===== src/rtl/core/alfp_pkg.sv =====
// ----------------------------------------------------------------------------
// alfp_pkg
// Shared types and constants of the length-framed packet parser.
// ----------------------------------------------------------------------------
`default_nettype none

package alfp_pkg;

  localparam int unsigned ByteW = 8;
  localparam int unsigned LenW  = 7;
  localparam int unsigned KindW = 3;

  localparam logic [ByteW-1:0] CH_START  = 8'h3C;
  localparam logic [ByteW-1:0] CH_SEP    = 8'h24;
  localparam logic [ByteW-1:0] CH_END    = 8'h3E;
  localparam logic [ByteW-1:0] CH_ZERO   = 8'h30;
  localparam logic [ByteW-1:0] CH_NINE   = 8'h39;
  localparam logic [ByteW-1:0] CH_REQ_HI = 8'h34;
  localparam logic [ByteW-1:0] TYPE_OFFSET = 8'd5;
  localparam logic [LenW-1:0]  MIN_LEN   = 7'd7;
  localparam logic [LenW-1:0]  HDR_LEN   = 7'd4;

  localparam logic [ByteW-1:0] REQ_TYPE_RESET = CH_REQ_HI;

  typedef enum logic [KindW-1:0] {
    KIND_PAYLOAD  = 3'd0,
    KIND_OK       = 3'd1,
    KIND_MISMATCH = 3'd2,
    KIND_NO_END   = 3'd3,
    KIND_BAD_HDR  = 3'd4
  } kind_t;

  typedef enum logic [2:0] {
    PH_IDLE = 3'd0,
    PH_DIG1 = 3'd1,
    PH_DIG2 = 3'd2,
    PH_LSEP = 3'd3,
    PH_TYPE = 3'd4,
    PH_TSEP = 3'd5,
    PH_REST = 3'd6
  } phase_t;

  typedef struct packed {
    kind_t             kind;
    logic [ByteW-1:0]  data_byte;
    logic [LenW-1:0]   frame_length;
  } result_t;

endpackage

`default_nettype wire


===== src/rtl/core/alfp_in_reg.sv =====
// ----------------------------------------------------------------------------
// alfp_in_reg
// Input register: holds one received byte until the parser takes it.
// ----------------------------------------------------------------------------
`default_nettype none

module alfp_in_reg (
  input  wire logic                      clk,
  input  wire logic                      rst_n,
  input  wire logic                      in_tvalid,
  output logic                           in_tready,
  input  wire logic [alfp_pkg::ByteW-1:0] in_tdata,
  input  wire logic                      pop,
  output logic                           hold_valid,
  output logic [alfp_pkg::ByteW-1:0]     hold_byte
);

  logic                       valid_r, valid_nxt;
  logic [alfp_pkg::ByteW-1:0] byte_r;

  assign in_tready  = !valid_r || pop;
  assign hold_valid = valid_r;
  assign hold_byte  = byte_r;

  always_comb begin
    valid_nxt = valid_r;
    if (in_tready) begin
      valid_nxt = in_tvalid;
    end
  end

  always_ff @(posedge clk) begin
    if (!rst_n) begin
      valid_r <= 1'b0;
    end else begin
      valid_r <= valid_nxt;
    end
  end

  always_ff @(posedge clk) begin
    if (in_tvalid && in_tready) begin
      byte_r <= in_tdata;
    end
  end

endmodule

`default_nettype wire


===== src/rtl/core/alfp_parser.sv =====
// ----------------------------------------------------------------------------
// alfp_parser
// Frame state machine: one byte per step, at most one result per byte.
// ----------------------------------------------------------------------------
`default_nettype none

module alfp_parser (
  input  wire logic                       clk,
  input  wire logic                       rst_n,
  input  wire logic                       cfg_wr_en,
  input  wire logic [alfp_pkg::ByteW-1:0] cfg_wr_data,
  input  wire logic                       step,
  input  wire logic [alfp_pkg::ByteW-1:0] rx_byte,
  output logic                            res_valid,
  output alfp_pkg::result_t               res
);

  alfp_pkg::phase_t           phase_r, phase_nxt;
  logic [alfp_pkg::LenW-1:0]  len_r, len_nxt;
  logic [alfp_pkg::LenW-1:0]  body_r, body_nxt;
  logic                       matched_r, matched_nxt;
  logic                       sep_ok_r, sep_ok_nxt;
  logic                       end_r, end_nxt;
  logic [alfp_pkg::ByteW-1:0] type_r, type_nxt;
  logic [alfp_pkg::ByteW-1:0] req_r;

  logic                       is_digit;
  logic                       req_ok;
  logic [alfp_pkg::LenW-1:0]  len_acc;
  logic [alfp_pkg::LenW-1:0]  body_dec;

  assign is_digit = (rx_byte >= alfp_pkg::CH_ZERO) && (rx_byte <= alfp_pkg::CH_NINE);
  assign req_ok   = (req_r >= alfp_pkg::CH_ZERO) && (req_r <= alfp_pkg::CH_REQ_HI);
  // len * 10 + digit, wrapped to the field width
  assign len_acc  = {len_r[alfp_pkg::LenW-4:0], 3'b000} + {len_r[alfp_pkg::LenW-2:0], 1'b0}
                    + {3'b000, rx_byte[3:0]};
  assign body_dec = body_r - 7'd1;

  always_comb begin
    phase_nxt   = phase_r;
    len_nxt     = len_r;
    body_nxt    = body_r;
    matched_nxt = matched_r;
    sep_ok_nxt  = sep_ok_r;
    end_nxt     = end_r;
    type_nxt    = type_r;
    res_valid   = 1'b0;
    res         = '{kind: alfp_pkg::KIND_PAYLOAD, data_byte: '0, frame_length: '0};
    if (step) begin
      case (phase_r)
        alfp_pkg::PH_IDLE: begin
          if (rx_byte == alfp_pkg::CH_START) begin
            phase_nxt   = alfp_pkg::PH_DIG1;
            len_nxt     = '0;
            body_nxt    = '0;
            matched_nxt = 1'b0;
            sep_ok_nxt  = 1'b1;
            end_nxt     = 1'b0;
            type_nxt    = '0;
          end
        end
        alfp_pkg::PH_DIG1, alfp_pkg::PH_DIG2: begin
          if (is_digit && sep_ok_r) begin
            len_nxt = len_acc;
          end else begin
            sep_ok_nxt = 1'b0;
          end
          phase_nxt = (phase_r == alfp_pkg::PH_DIG1) ? alfp_pkg::PH_DIG2 : alfp_pkg::PH_LSEP;
        end
        alfp_pkg::PH_LSEP: begin
          if (!sep_ok_r) begin
            len_nxt   = '0;
            phase_nxt = alfp_pkg::PH_IDLE;
            res_valid = 1'b1;
            res.kind  = alfp_pkg::KIND_BAD_HDR;
          end else if (rx_byte != alfp_pkg::CH_SEP || len_r < alfp_pkg::MIN_LEN) begin
            phase_nxt        = alfp_pkg::PH_IDLE;
            res_valid        = 1'b1;
            res.kind         = alfp_pkg::KIND_BAD_HDR;
            res.frame_length = len_r;
          end else begin
            body_nxt   = len_r - alfp_pkg::HDR_LEN;
            sep_ok_nxt = 1'b0;
            phase_nxt  = alfp_pkg::PH_TYPE;
          end
        end
        alfp_pkg::PH_TYPE: begin
          type_nxt    = rx_byte;
          matched_nxt = req_ok && (rx_byte == req_r + alfp_pkg::TYPE_OFFSET);
          body_nxt    = body_dec;
          phase_nxt   = alfp_pkg::PH_TSEP;
        end
        alfp_pkg::PH_TSEP: begin
          sep_ok_nxt = (rx_byte == alfp_pkg::CH_SEP);
          body_nxt   = body_dec;
          phase_nxt  = alfp_pkg::PH_REST;
        end
        alfp_pkg::PH_REST: begin
          body_nxt = body_dec;
          if (body_dec == '0) begin
            phase_nxt        = alfp_pkg::PH_IDLE;
            res_valid        = 1'b1;
            res.data_byte    = type_r;
            res.frame_length = len_r;
            if (!sep_ok_r) begin
              res.kind = alfp_pkg::KIND_BAD_HDR;
            end else if (!matched_r) begin
              res.kind = alfp_pkg::KIND_MISMATCH;
            end else if (end_r || rx_byte == alfp_pkg::CH_END) begin
              res.kind = alfp_pkg::KIND_OK;
            end else begin
              res.kind = alfp_pkg::KIND_NO_END;
            end
          end else if (!end_r) begin
            if (rx_byte == alfp_pkg::CH_END) begin
              end_nxt = 1'b1;
            end else if (matched_r && sep_ok_r) begin
              res_valid        = 1'b1;
              res.data_byte    = rx_byte;
              res.frame_length = len_r;
            end
          end
        end
        default: begin
          phase_nxt = alfp_pkg::PH_IDLE;
        end
      endcase
    end
  end

  always_ff @(posedge clk) begin
    if (!rst_n) begin
      phase_r   <= alfp_pkg::PH_IDLE;
      len_r     <= '0;
      body_r    <= '0;
      matched_r <= 1'b0;
      sep_ok_r  <= 1'b0;
      end_r     <= 1'b0;
      type_r    <= '0;
      req_r     <= alfp_pkg::REQ_TYPE_RESET;
    end else begin
      phase_r   <= phase_nxt;
      len_r     <= len_nxt;
      body_r    <= body_nxt;
      matched_r <= matched_nxt;
      sep_ok_r  <= sep_ok_nxt;
      end_r     <= end_nxt;
      type_r    <= type_nxt;
      if (cfg_wr_en) begin
        req_r <= cfg_wr_data;
      end
    end
  end

endmodule

`default_nettype wire


===== src/rtl/core/alfp_out_reg.sv =====
// ----------------------------------------------------------------------------
// alfp_out_reg
// Result register: holds one result until the sink takes it.
// ----------------------------------------------------------------------------
`default_nettype none

module alfp_out_reg (
  input  wire logic              clk,
  input  wire logic              rst_n,
  input  wire logic              load,
  input  alfp_pkg::result_t      res,
  output logic                   free,
  output logic                   out_tvalid,
  input  wire logic              out_tready,
  output alfp_pkg::result_t      out_res
);

  logic              valid_r, valid_nxt;
  alfp_pkg::result_t res_r;

  assign free       = !valid_r || out_tready;
  assign out_tvalid = valid_r;
  assign out_res    = res_r;

  always_comb begin
    valid_nxt = valid_r;
    if (load) begin
      valid_nxt = 1'b1;
    end else if (out_tready) begin
      valid_nxt = 1'b0;
    end
  end

  always_ff @(posedge clk) begin
    if (!rst_n) begin
      valid_r <= 1'b0;
    end else begin
      valid_r <= valid_nxt;
    end
  end

  always_ff @(posedge clk) begin
    if (load) begin
      res_r <= res;
    end
  end

endmodule

`default_nettype wire


===== src/rtl/core/ascii_length_framed_packet_parser.sv =====
// ----------------------------------------------------------------------------
// ascii_length_framed_packet_parser
// Parses '<' D D '$' TYPE '$' payload '>' frames from a byte stream.
// ----------------------------------------------------------------------------
// One received byte per cycle, sustained while the result side keeps up. A
// byte goes from the input register through the frame state machine into the
// result register; a result held by a stalled sink holds the next byte in the
// input register. Payload bytes come out as kind 0, and each frame closes
// with one status: 1 ok, 2 type mismatch, 3 no end mark, 4 bad header (bad
// digit, bad separator or length below 7). The requested type is written
// through cfg_wr_en / cfg_wr_data; the user must do so only while the block
// is idle, and the block itself does not enforce this.
`default_nettype none

module ascii_length_framed_packet_parser (
  input  wire logic        clk,
  input  wire logic        rst_n,
  input  wire logic        cfg_wr_en,
  input  wire logic [7:0]  cfg_wr_data,   // requested_type
  input  wire logic        in_tvalid,
  output logic             in_tready,
  input  wire logic [7:0]  in_tdata,      // [7:0] rx_byte
  output logic             out_tvalid,
  input  wire logic        out_tready,
  output logic [15:0]      out_tdata,     // [7:0] data_byte, [14:8] frame_length, [15] zero
  output logic [2:0]       out_tuser      // [2:0] kind
);

  logic              hold_valid;
  logic [7:0]        hold_byte;
  logic              out_free;
  logic              step;
  logic              res_valid;
  alfp_pkg::result_t res;
  alfp_pkg::result_t out_res;

  assign step = hold_valid && out_free;

  alfp_in_reg u_in_reg (
    .clk        (clk),
    .rst_n      (rst_n),
    .in_tvalid  (in_tvalid),
    .in_tready  (in_tready),
    .in_tdata   (in_tdata),
    .pop        (step),
    .hold_valid (hold_valid),
    .hold_byte  (hold_byte)
  );

  alfp_parser u_parser (
    .clk         (clk),
    .rst_n       (rst_n),
    .cfg_wr_en   (cfg_wr_en),
    .cfg_wr_data (cfg_wr_data),
    .step        (step),
    .rx_byte     (hold_byte),
    .res_valid   (res_valid),
    .res         (res)
  );

  alfp_out_reg u_out_reg (
    .clk        (clk),
    .rst_n      (rst_n),
    .load       (step && res_valid),
    .res        (res),
    .free       (out_free),
    .out_tvalid (out_tvalid),
    .out_tready (out_tready),
    .out_res    (out_res)
  );

  assign out_tdata = {1'b0, out_res.frame_length, out_res.data_byte};
  assign out_tuser = out_res.kind;

endmodule

`default_nettype wire


===== config.mk =====
export PLATFORM = sky130hd
export DESIGN_NAME = ascii_length_framed_packet_parser
export DESIGN_NICKNAME = d
export VERILOG_FILES = /design/src/rtl/core/alfp_pkg.sv /design/src/rtl/core/alfp_in_reg.sv /design/src/rtl/core/alfp_parser.sv /design/src/rtl/core/alfp_out_reg.sv /design/src/rtl/core/ascii_length_framed_packet_parser.sv
export SDC_FILE = /design/constraint.sdc
export NUM_CORES = 1
export LEC_CHECK = 0
export BUFFER_PORTS_ARGS = -buffer_cell sky130_fd_sc_hd__buf_2
export CELL_PAD_IN_SITES_DETAIL_PLACEMENT = 0
export CELL_PAD_IN_SITES_GLOBAL_PLACEMENT = 1
export CORE_ASPECT_RATIO = 1.4
export CORE_MARGIN = 2
export CORE_UTILIZATION = 48
export DETAILED_ROUTE_END_ITERATION = 16
export PLACE_DENSITY_LB_ADDON = 0.1
export REMOVE_ABC_BUFFERS = 1
export SETUP_SLACK_MARGIN = 0.15
export SYNTH_ARGS = -nofsm -noshare
export SYNTH_HDL_FRONTEND = slang
export SYNTH_SLANG_ARGS = --single-unit

===== constraint.sdc =====
create_clock -name clk -period 6.75 [get_ports clk]
set_clock_uncertainty 0.05 [all_clocks]
set_input_delay 0.675 -clock clk [delete_from_list [all_inputs] [get_ports clk]]
set_output_delay 0.675 -clock clk [all_outputs]
set_load 0.02 [all_outputs]

**Word level (Yosys, flattened, before mapping)**

Cells that the tools add are included.
W data, S select, Z words.

- Flip-flop bits (word level): 64

- Add/sub/neg operators: 5
- Order comparisons: 5
- Eq/ne operators: 19
- Multiplexer cells: 49
- Reduce and logical (&&, ||, !) cells: 31

Operators by type and width:

| kind | count |
|---|---|
| $mux W15 | 4 |
| $mux W7 | 7 |
| $pmux W7 S3 | 2 |
| $mux W3 | 9 |
| $eq A8 B6 Y1 const B | 3 |
| $pmux W3 S6 | 1 |
| $mux W1 | 17 |
| $ge A8 B6 Y1 const B | 2 |
| $le A8 B6 Y1 const B | 2 |
| $pmux W8 S2 | 1 |
| $pmux W7 S2 | 1 |
| $reduce_and A5 Y1 | 2 |
| $eq A3 B3 Y1 const B | 3 |
| $add A8 B3 Y8 const B | 1 |
| $eq A8 B8 Y1 | 1 |
| $logic_and A1 B1 Y1 | 8 |
| $mux W8 | 1 |
| $ne A2 B1 Y1 const B | 4 |
| $ne A2 B2 Y1 const B | 4 |
| $ne A8 B6 Y1 const B | 1 |
| $reduce_and A4 Y1 | 2 |
| $add A7 B4 Y7 | 1 |
| $add A7 B7 Y7 | 1 |
| $logic_not A7 Y1 | 1 |
| other kinds (19) | 30 |

**Longest topological paths before layout**

- Depth in word-level cells: 9
- Mapped depth: 9
- Mapped depth without buffers: 9

**Modules after synthesis**

From an unflattened synthesis, not the netlist that was laid out.

- Cells, all modules: 393
- Area, all modules: 3658.5 µm²

By module, submodules not included:

| module | times used | cells each | area each (µm²) | seq. area each (µm²) |
|---|---|---|---|---|
| alfp_parser | 1 | 354 | 2747.6 | 720.7 |
| alfp_out_reg | 1 | 22 | 589.3 | 560.5 |
| alfp_in_reg | 1 | 13 | 297.8 | 260.2 |
| ascii_length_framed_packet_parser | 1 | 4 | 23.8 | 0.0 |

**Worst setup path after synthesis**

No wires, ideal clock.

- Path kind: reg-to-reg
- Start: register u_parser.body_r[0] (netlist name)
- End: register u_out_reg.res_r, in the netlist u_out_reg.out_res[0], enable pin
- Setup time: 0.375 ns
- Data arrival time: 2.187 ns
- Slack: 4.138 ns
- Cell stages (with the launch flop): 8
- Path buffers: 1
- Cells stage by stage: dfxtp_1 inv_1 ha_1 o41ai_1 and2_1 buf_1 o21bai_1 nand2_1

- Longest elaborated chain between the ends: 6

RTL lines:

| what | line | source |
|---|---|---|
| from (decl) | alfp_parser.sv:20 | `logic [alfp_pkg::LenW-1:0] body_r, body_nxt;` |
| from (signal assigned) | alfp_parser.sv:144 | `body_r <= body_nxt;` |
| $sub A7 B1 Y7 | alfp_parser.sv:37 | `assign body_dec = body_r - 7'd1;` |
| $logic_not A7 Y1 | alfp_parser.sv:100 | `if (body_dec == '0) begin` |
| $mux W1 | alfp_parser.sv:100 |  |
| $pmux W1 S2 | alfp_parser.sv:50 | `case (phase_r)` |
| $mux W1 | alfp_parser.sv:49 | `if (step) begin` |
| $logic_and A1 B1 Y1 | ascii_length_framed_packet_parser.sv:64 | `.load (step && res_valid),` |
| via u_out_reg.load | alfp_out_reg.sv:10 | `input wire logic load,` |
| to (signal assigned) | alfp_out_reg.sv:44 | `res_r <= res;` |
| to (decl) | alfp_out_reg.sv:19 | `alfp_pkg::result_t res_r;` |

The timed path passes the listed nets, and every way through them passes these cells.
A chain may end at the register's enable or synchronous reset.

**Worst setup path in the final report**

- Start: register u_parser.body_r[0] (netlist name)
- End: register u_out_reg.res_r, in the netlist u_out_reg.out_res[2], enable pin

Same word-level chain as after synthesis.

==> impl_metrics.json <==
{
  "crit_path_max_fanout": 18,
  "status": "complete, no violations",
  "drv_slew": 0,
  "diodes": 0,
  "slew_headroom_pct": 27.12,
  "die_w_um": 75.35,
  "ys.warnings.count": 0,
  "layout.nets": 430,
  "path_cells": "inv_1 -> ha_1 -> o41ai_1 -> and2_1 -> o21bai_1 -> nand2_1",
  "dp.cells": 478,
  "synthTopCellsByArea": "edfxtp_1 23%, dfxtp_1 22%, ha_1 4.8%",
  "ant_nets": 0,
  "ir_worst_vdd_uv": 136.7,
  "startpoint_type": "register",
  "area_growth_pct": 12.33,
  "root_buffer": "clkbuf_8",
  "path_class": "register to register",
  "vias_per_cell": 5.800,
  "cts_tree": "yes",
  "fill_cells": 662,
  "rsz0062_at_grt": "false",
  "synth-async-reset-ratio_pct": 0,
  "whs_path_depth": 2,
  "place_congestion": 0.8315,
  "setup_viol": 0,
  "grt.overflow.total": 0,
  "syn_inst": 361,
  "hold_viol": 0,
  "synth_edf_count": 26,
  "fmax_ghz": 0.3252,
  "synth_top_area_cell": "edfxtp_1",
  "ios": 42,
  "critical_path_arrival_ps": 2990,
  "drc": 0,
  "post_dp_cell_area_um2": 3656,
  "fin_crit_ps": 3075,
  "fp-row-count": 36,
  "port_buffers": 40,
  "crit_buf_inv": 1,
  "dp_hpwl_mm": 5.841,
  "power.density_nw_per_um2": 201.1,
  "track_usage_pct": 22.29,
  "yosys_register_bits": 64,
  "wl_per_cell_um": 16.61,
  "fin_setup_tns_ps": 0,
  "core_area_um2": 6937,
  "min_period_over_period_pct": 45.55,
  "clock_latency_ps": 340,
  "cp-end-kind": "register",
  "layout-drive-gt1-share_pct": 15.54,
  "antenna_found_initial": 0,
  "ys_seq_area_share_pct": 45.06,
  "cts_buffers": 9,
  "drtIter0Drc": 142,
  "syn_area_per_cell_um2": 9.476,
  "synth_flop_cell": "dfxtp_1",
  "critPathSlowestCell": "nand2_1",
  "r2r_slack_ps": 3680,
  "cap_violations": 0,
  "routed_wl_mm": 8.205,
  "crit_required_ps": 6670,
  "ctsLongestPathBuffers": 2,
  "rr_worst_depth": 6,
  "power_uw": 772.7,
  "fin_area_um2": 3842,
  "ctsResizeCount": 0,
  "holdBufCountCts": 0,
  "yosys.area.top_type_share_pct": 22.82,
  "final_cells": 494,
  "hold_class": "register to register",
  "grt_start_max_net_pins": 30,
  "dieArea_um2": 7827,
  "clk_pin_slew_worst_paths_ps": 70,
  "worstMarginPinSlew_ps": 1078,
  "cpPeakStageDelay_ps": 630,
  "cts_num_sinks": 64,
  "htreeDepth": 3,
  "firstDrtPassIters": 5,
  "postCtsSetupBuffers": 0,
  "chipHeight_um": 103.9,
  "start_util_pct": 49.31,
  "crit_cells": 6,
  "final_util_pct": 55.39,
  "power_leakage_uw": 0.001371,
  "grt_pass1_vias": 2771,
  "cp_top_family": "simple AND/OR/NAND/NOR gates",
  "syn_area_um2": 3421,
  "synthDistinctLibCells": 62,
  "num_vias": 2865,
  "grt_pass1_wl_mm": 13.33
}
Yosys cell counts, types with 2 or more instances:
cell type  count
nor3b_1        2
nor4_1         3
nand4_1        2
edfxtp_1      26
nand2_1       27
nand4bb_1      2
or2_2          3
inv_1         15
a21o_1         3
mux2i_1       11
and3b_1        2
nor3_1         8
a221oi_1       2
ha_1          13
xnor2_1        8
a21oi_1       18
nand2b_1       3
o211ai_1       2
clkbuf_1      13
a21boi_0       6
a22oi_1       20
nor2b_1        6
xor2_1         5
and2_1         6
dfxtp_1       38
a31oi_1        3
nor2_1        41
fa_1           2
buf_4          2
or4_1          2
o32ai_1        3
nand3_1       12
a211oi_1       7
o21a_1         3
or3_1          2
o21ai_0       11
o22ai_1        4
power breakdown:
group          switching (uW)  internal [uW]  leakage [uW]
Combinational            18.6           15.8      0.000761
Clock                     151            167      0.000100
Sequential               12.3            408      0.000510
metal layers:
layer	routed length [um]	GRT usage, %	vias up	part of all wire, %
met4	233	10.78	0	2.8
met2	4220	37.20	67	51
met1	3508	26.99	1381	43
li1	-	-	1401	-
met3	244	3.585	16	3.0
met5	0	0	-	0
sequential cells by signal (all words and copies together) (netlist names):
register,flops
u_parser.len_r,7
u_parser.body_r,7
u_parser.sep_ok_r,1
u_parser.req_r,8
u_out_reg.out_tvalid,1
u_in_reg.hold_byte,8
u_parser.matched_r,1
u_in_reg.hold_valid,1
u_parser.type_r,8
u_parser.phase_r,3
u_out_reg.out_res,18
u_parser.end_r,1
cells in the final DEF, fill, tap and decap left out, drive strengths merged, types with 3 or more instances in the layout:
master,Yosys,final
nor4,3,3
dfxtp,38,38
nand2b,3,3
o32ai,3,3
clkbuf,13,9
buf,5,40
a22oi,20,20
a21oi,18,18
nor2b,6,6
ha,13,13
a21o,3,3
clkinv,0,6
a21boi,6,6
nand3,12,12
or2,4,4
o22ai,4,4
nor2,41,41
or3,3,3
a31oi,3,3
and2,6,6
a211oi,7,7
o21a,3,3
o21ai,11,11
xor2,5,5
xnor2,8,8
inv,15,15
nand2,27,27
nor3,8,8
edfxtp,26,26
mux2i,11,11
final cells by class:
class / instances / area, um2 / share of cell area, %
Clock buffer: 9 / 123.9 / 3.224
Clock inverter: 7 / 62.56 / 1.628
Inverter: 15 / 56.30 / 1.465
Multi-Input combinational cell: 264 / 1739 / 45.26
Sequential cell: 64 / 1541 / 40.12
Tap cell: 95 / 118.9 / 3.093
Timing Repair Buffer: 40 / 200.2 / 5.210
kinds of logic (layout without fill, tap and decap cells):
group | Yosys count | in the layout | share of synthesized area, %
and+or+nand+nor | 130 | 130 | 19.31
AOI/OAI and AO/OA | 94 | 94 | 18.95
DFF | 64 | 64 | 45.06
buffers and inverters | 33 | 71 | 4.096
adders and majority gates | 15 | 15 | 5.926
xor gates and xnor gates | 13 | 13 | 3.328
muxes | 11 | 11 | 3.219
other | 1 | 1 | 0.1096
path summary, 6_finish.rpt:
check | startpoint | to
min reg2reg | u_parser.end_r | u_parser.end_r
max | u_parser.body_r[0] | u_out_reg.out_res[2]
max reg2reg | u_parser.body_r[0] | u_out_reg.out_res[2]
min | u_parser.end_r | u_parser.end_r
stage by stage:
step / hold slack [ps] / setup WS, ps
after floorplan: 387.7 / 4259
after global placement: 418.6 / 3871
after detailed placement: 422.9 / 3743
after CTS: 433.8 / 3674
after global routing: 440.0 / 3391
final: 431.9 / 3675
worst register-to-register path, stage by stage, from the launching register on:
cell and delay (ps):
dfxtp_1 430, inv_1 90, ha_1 240, o41ai_1 600
and2_1 490, o21bai_1 170, nand2_1 630
No activity file was read; power rests on OpenSTA's default activity.
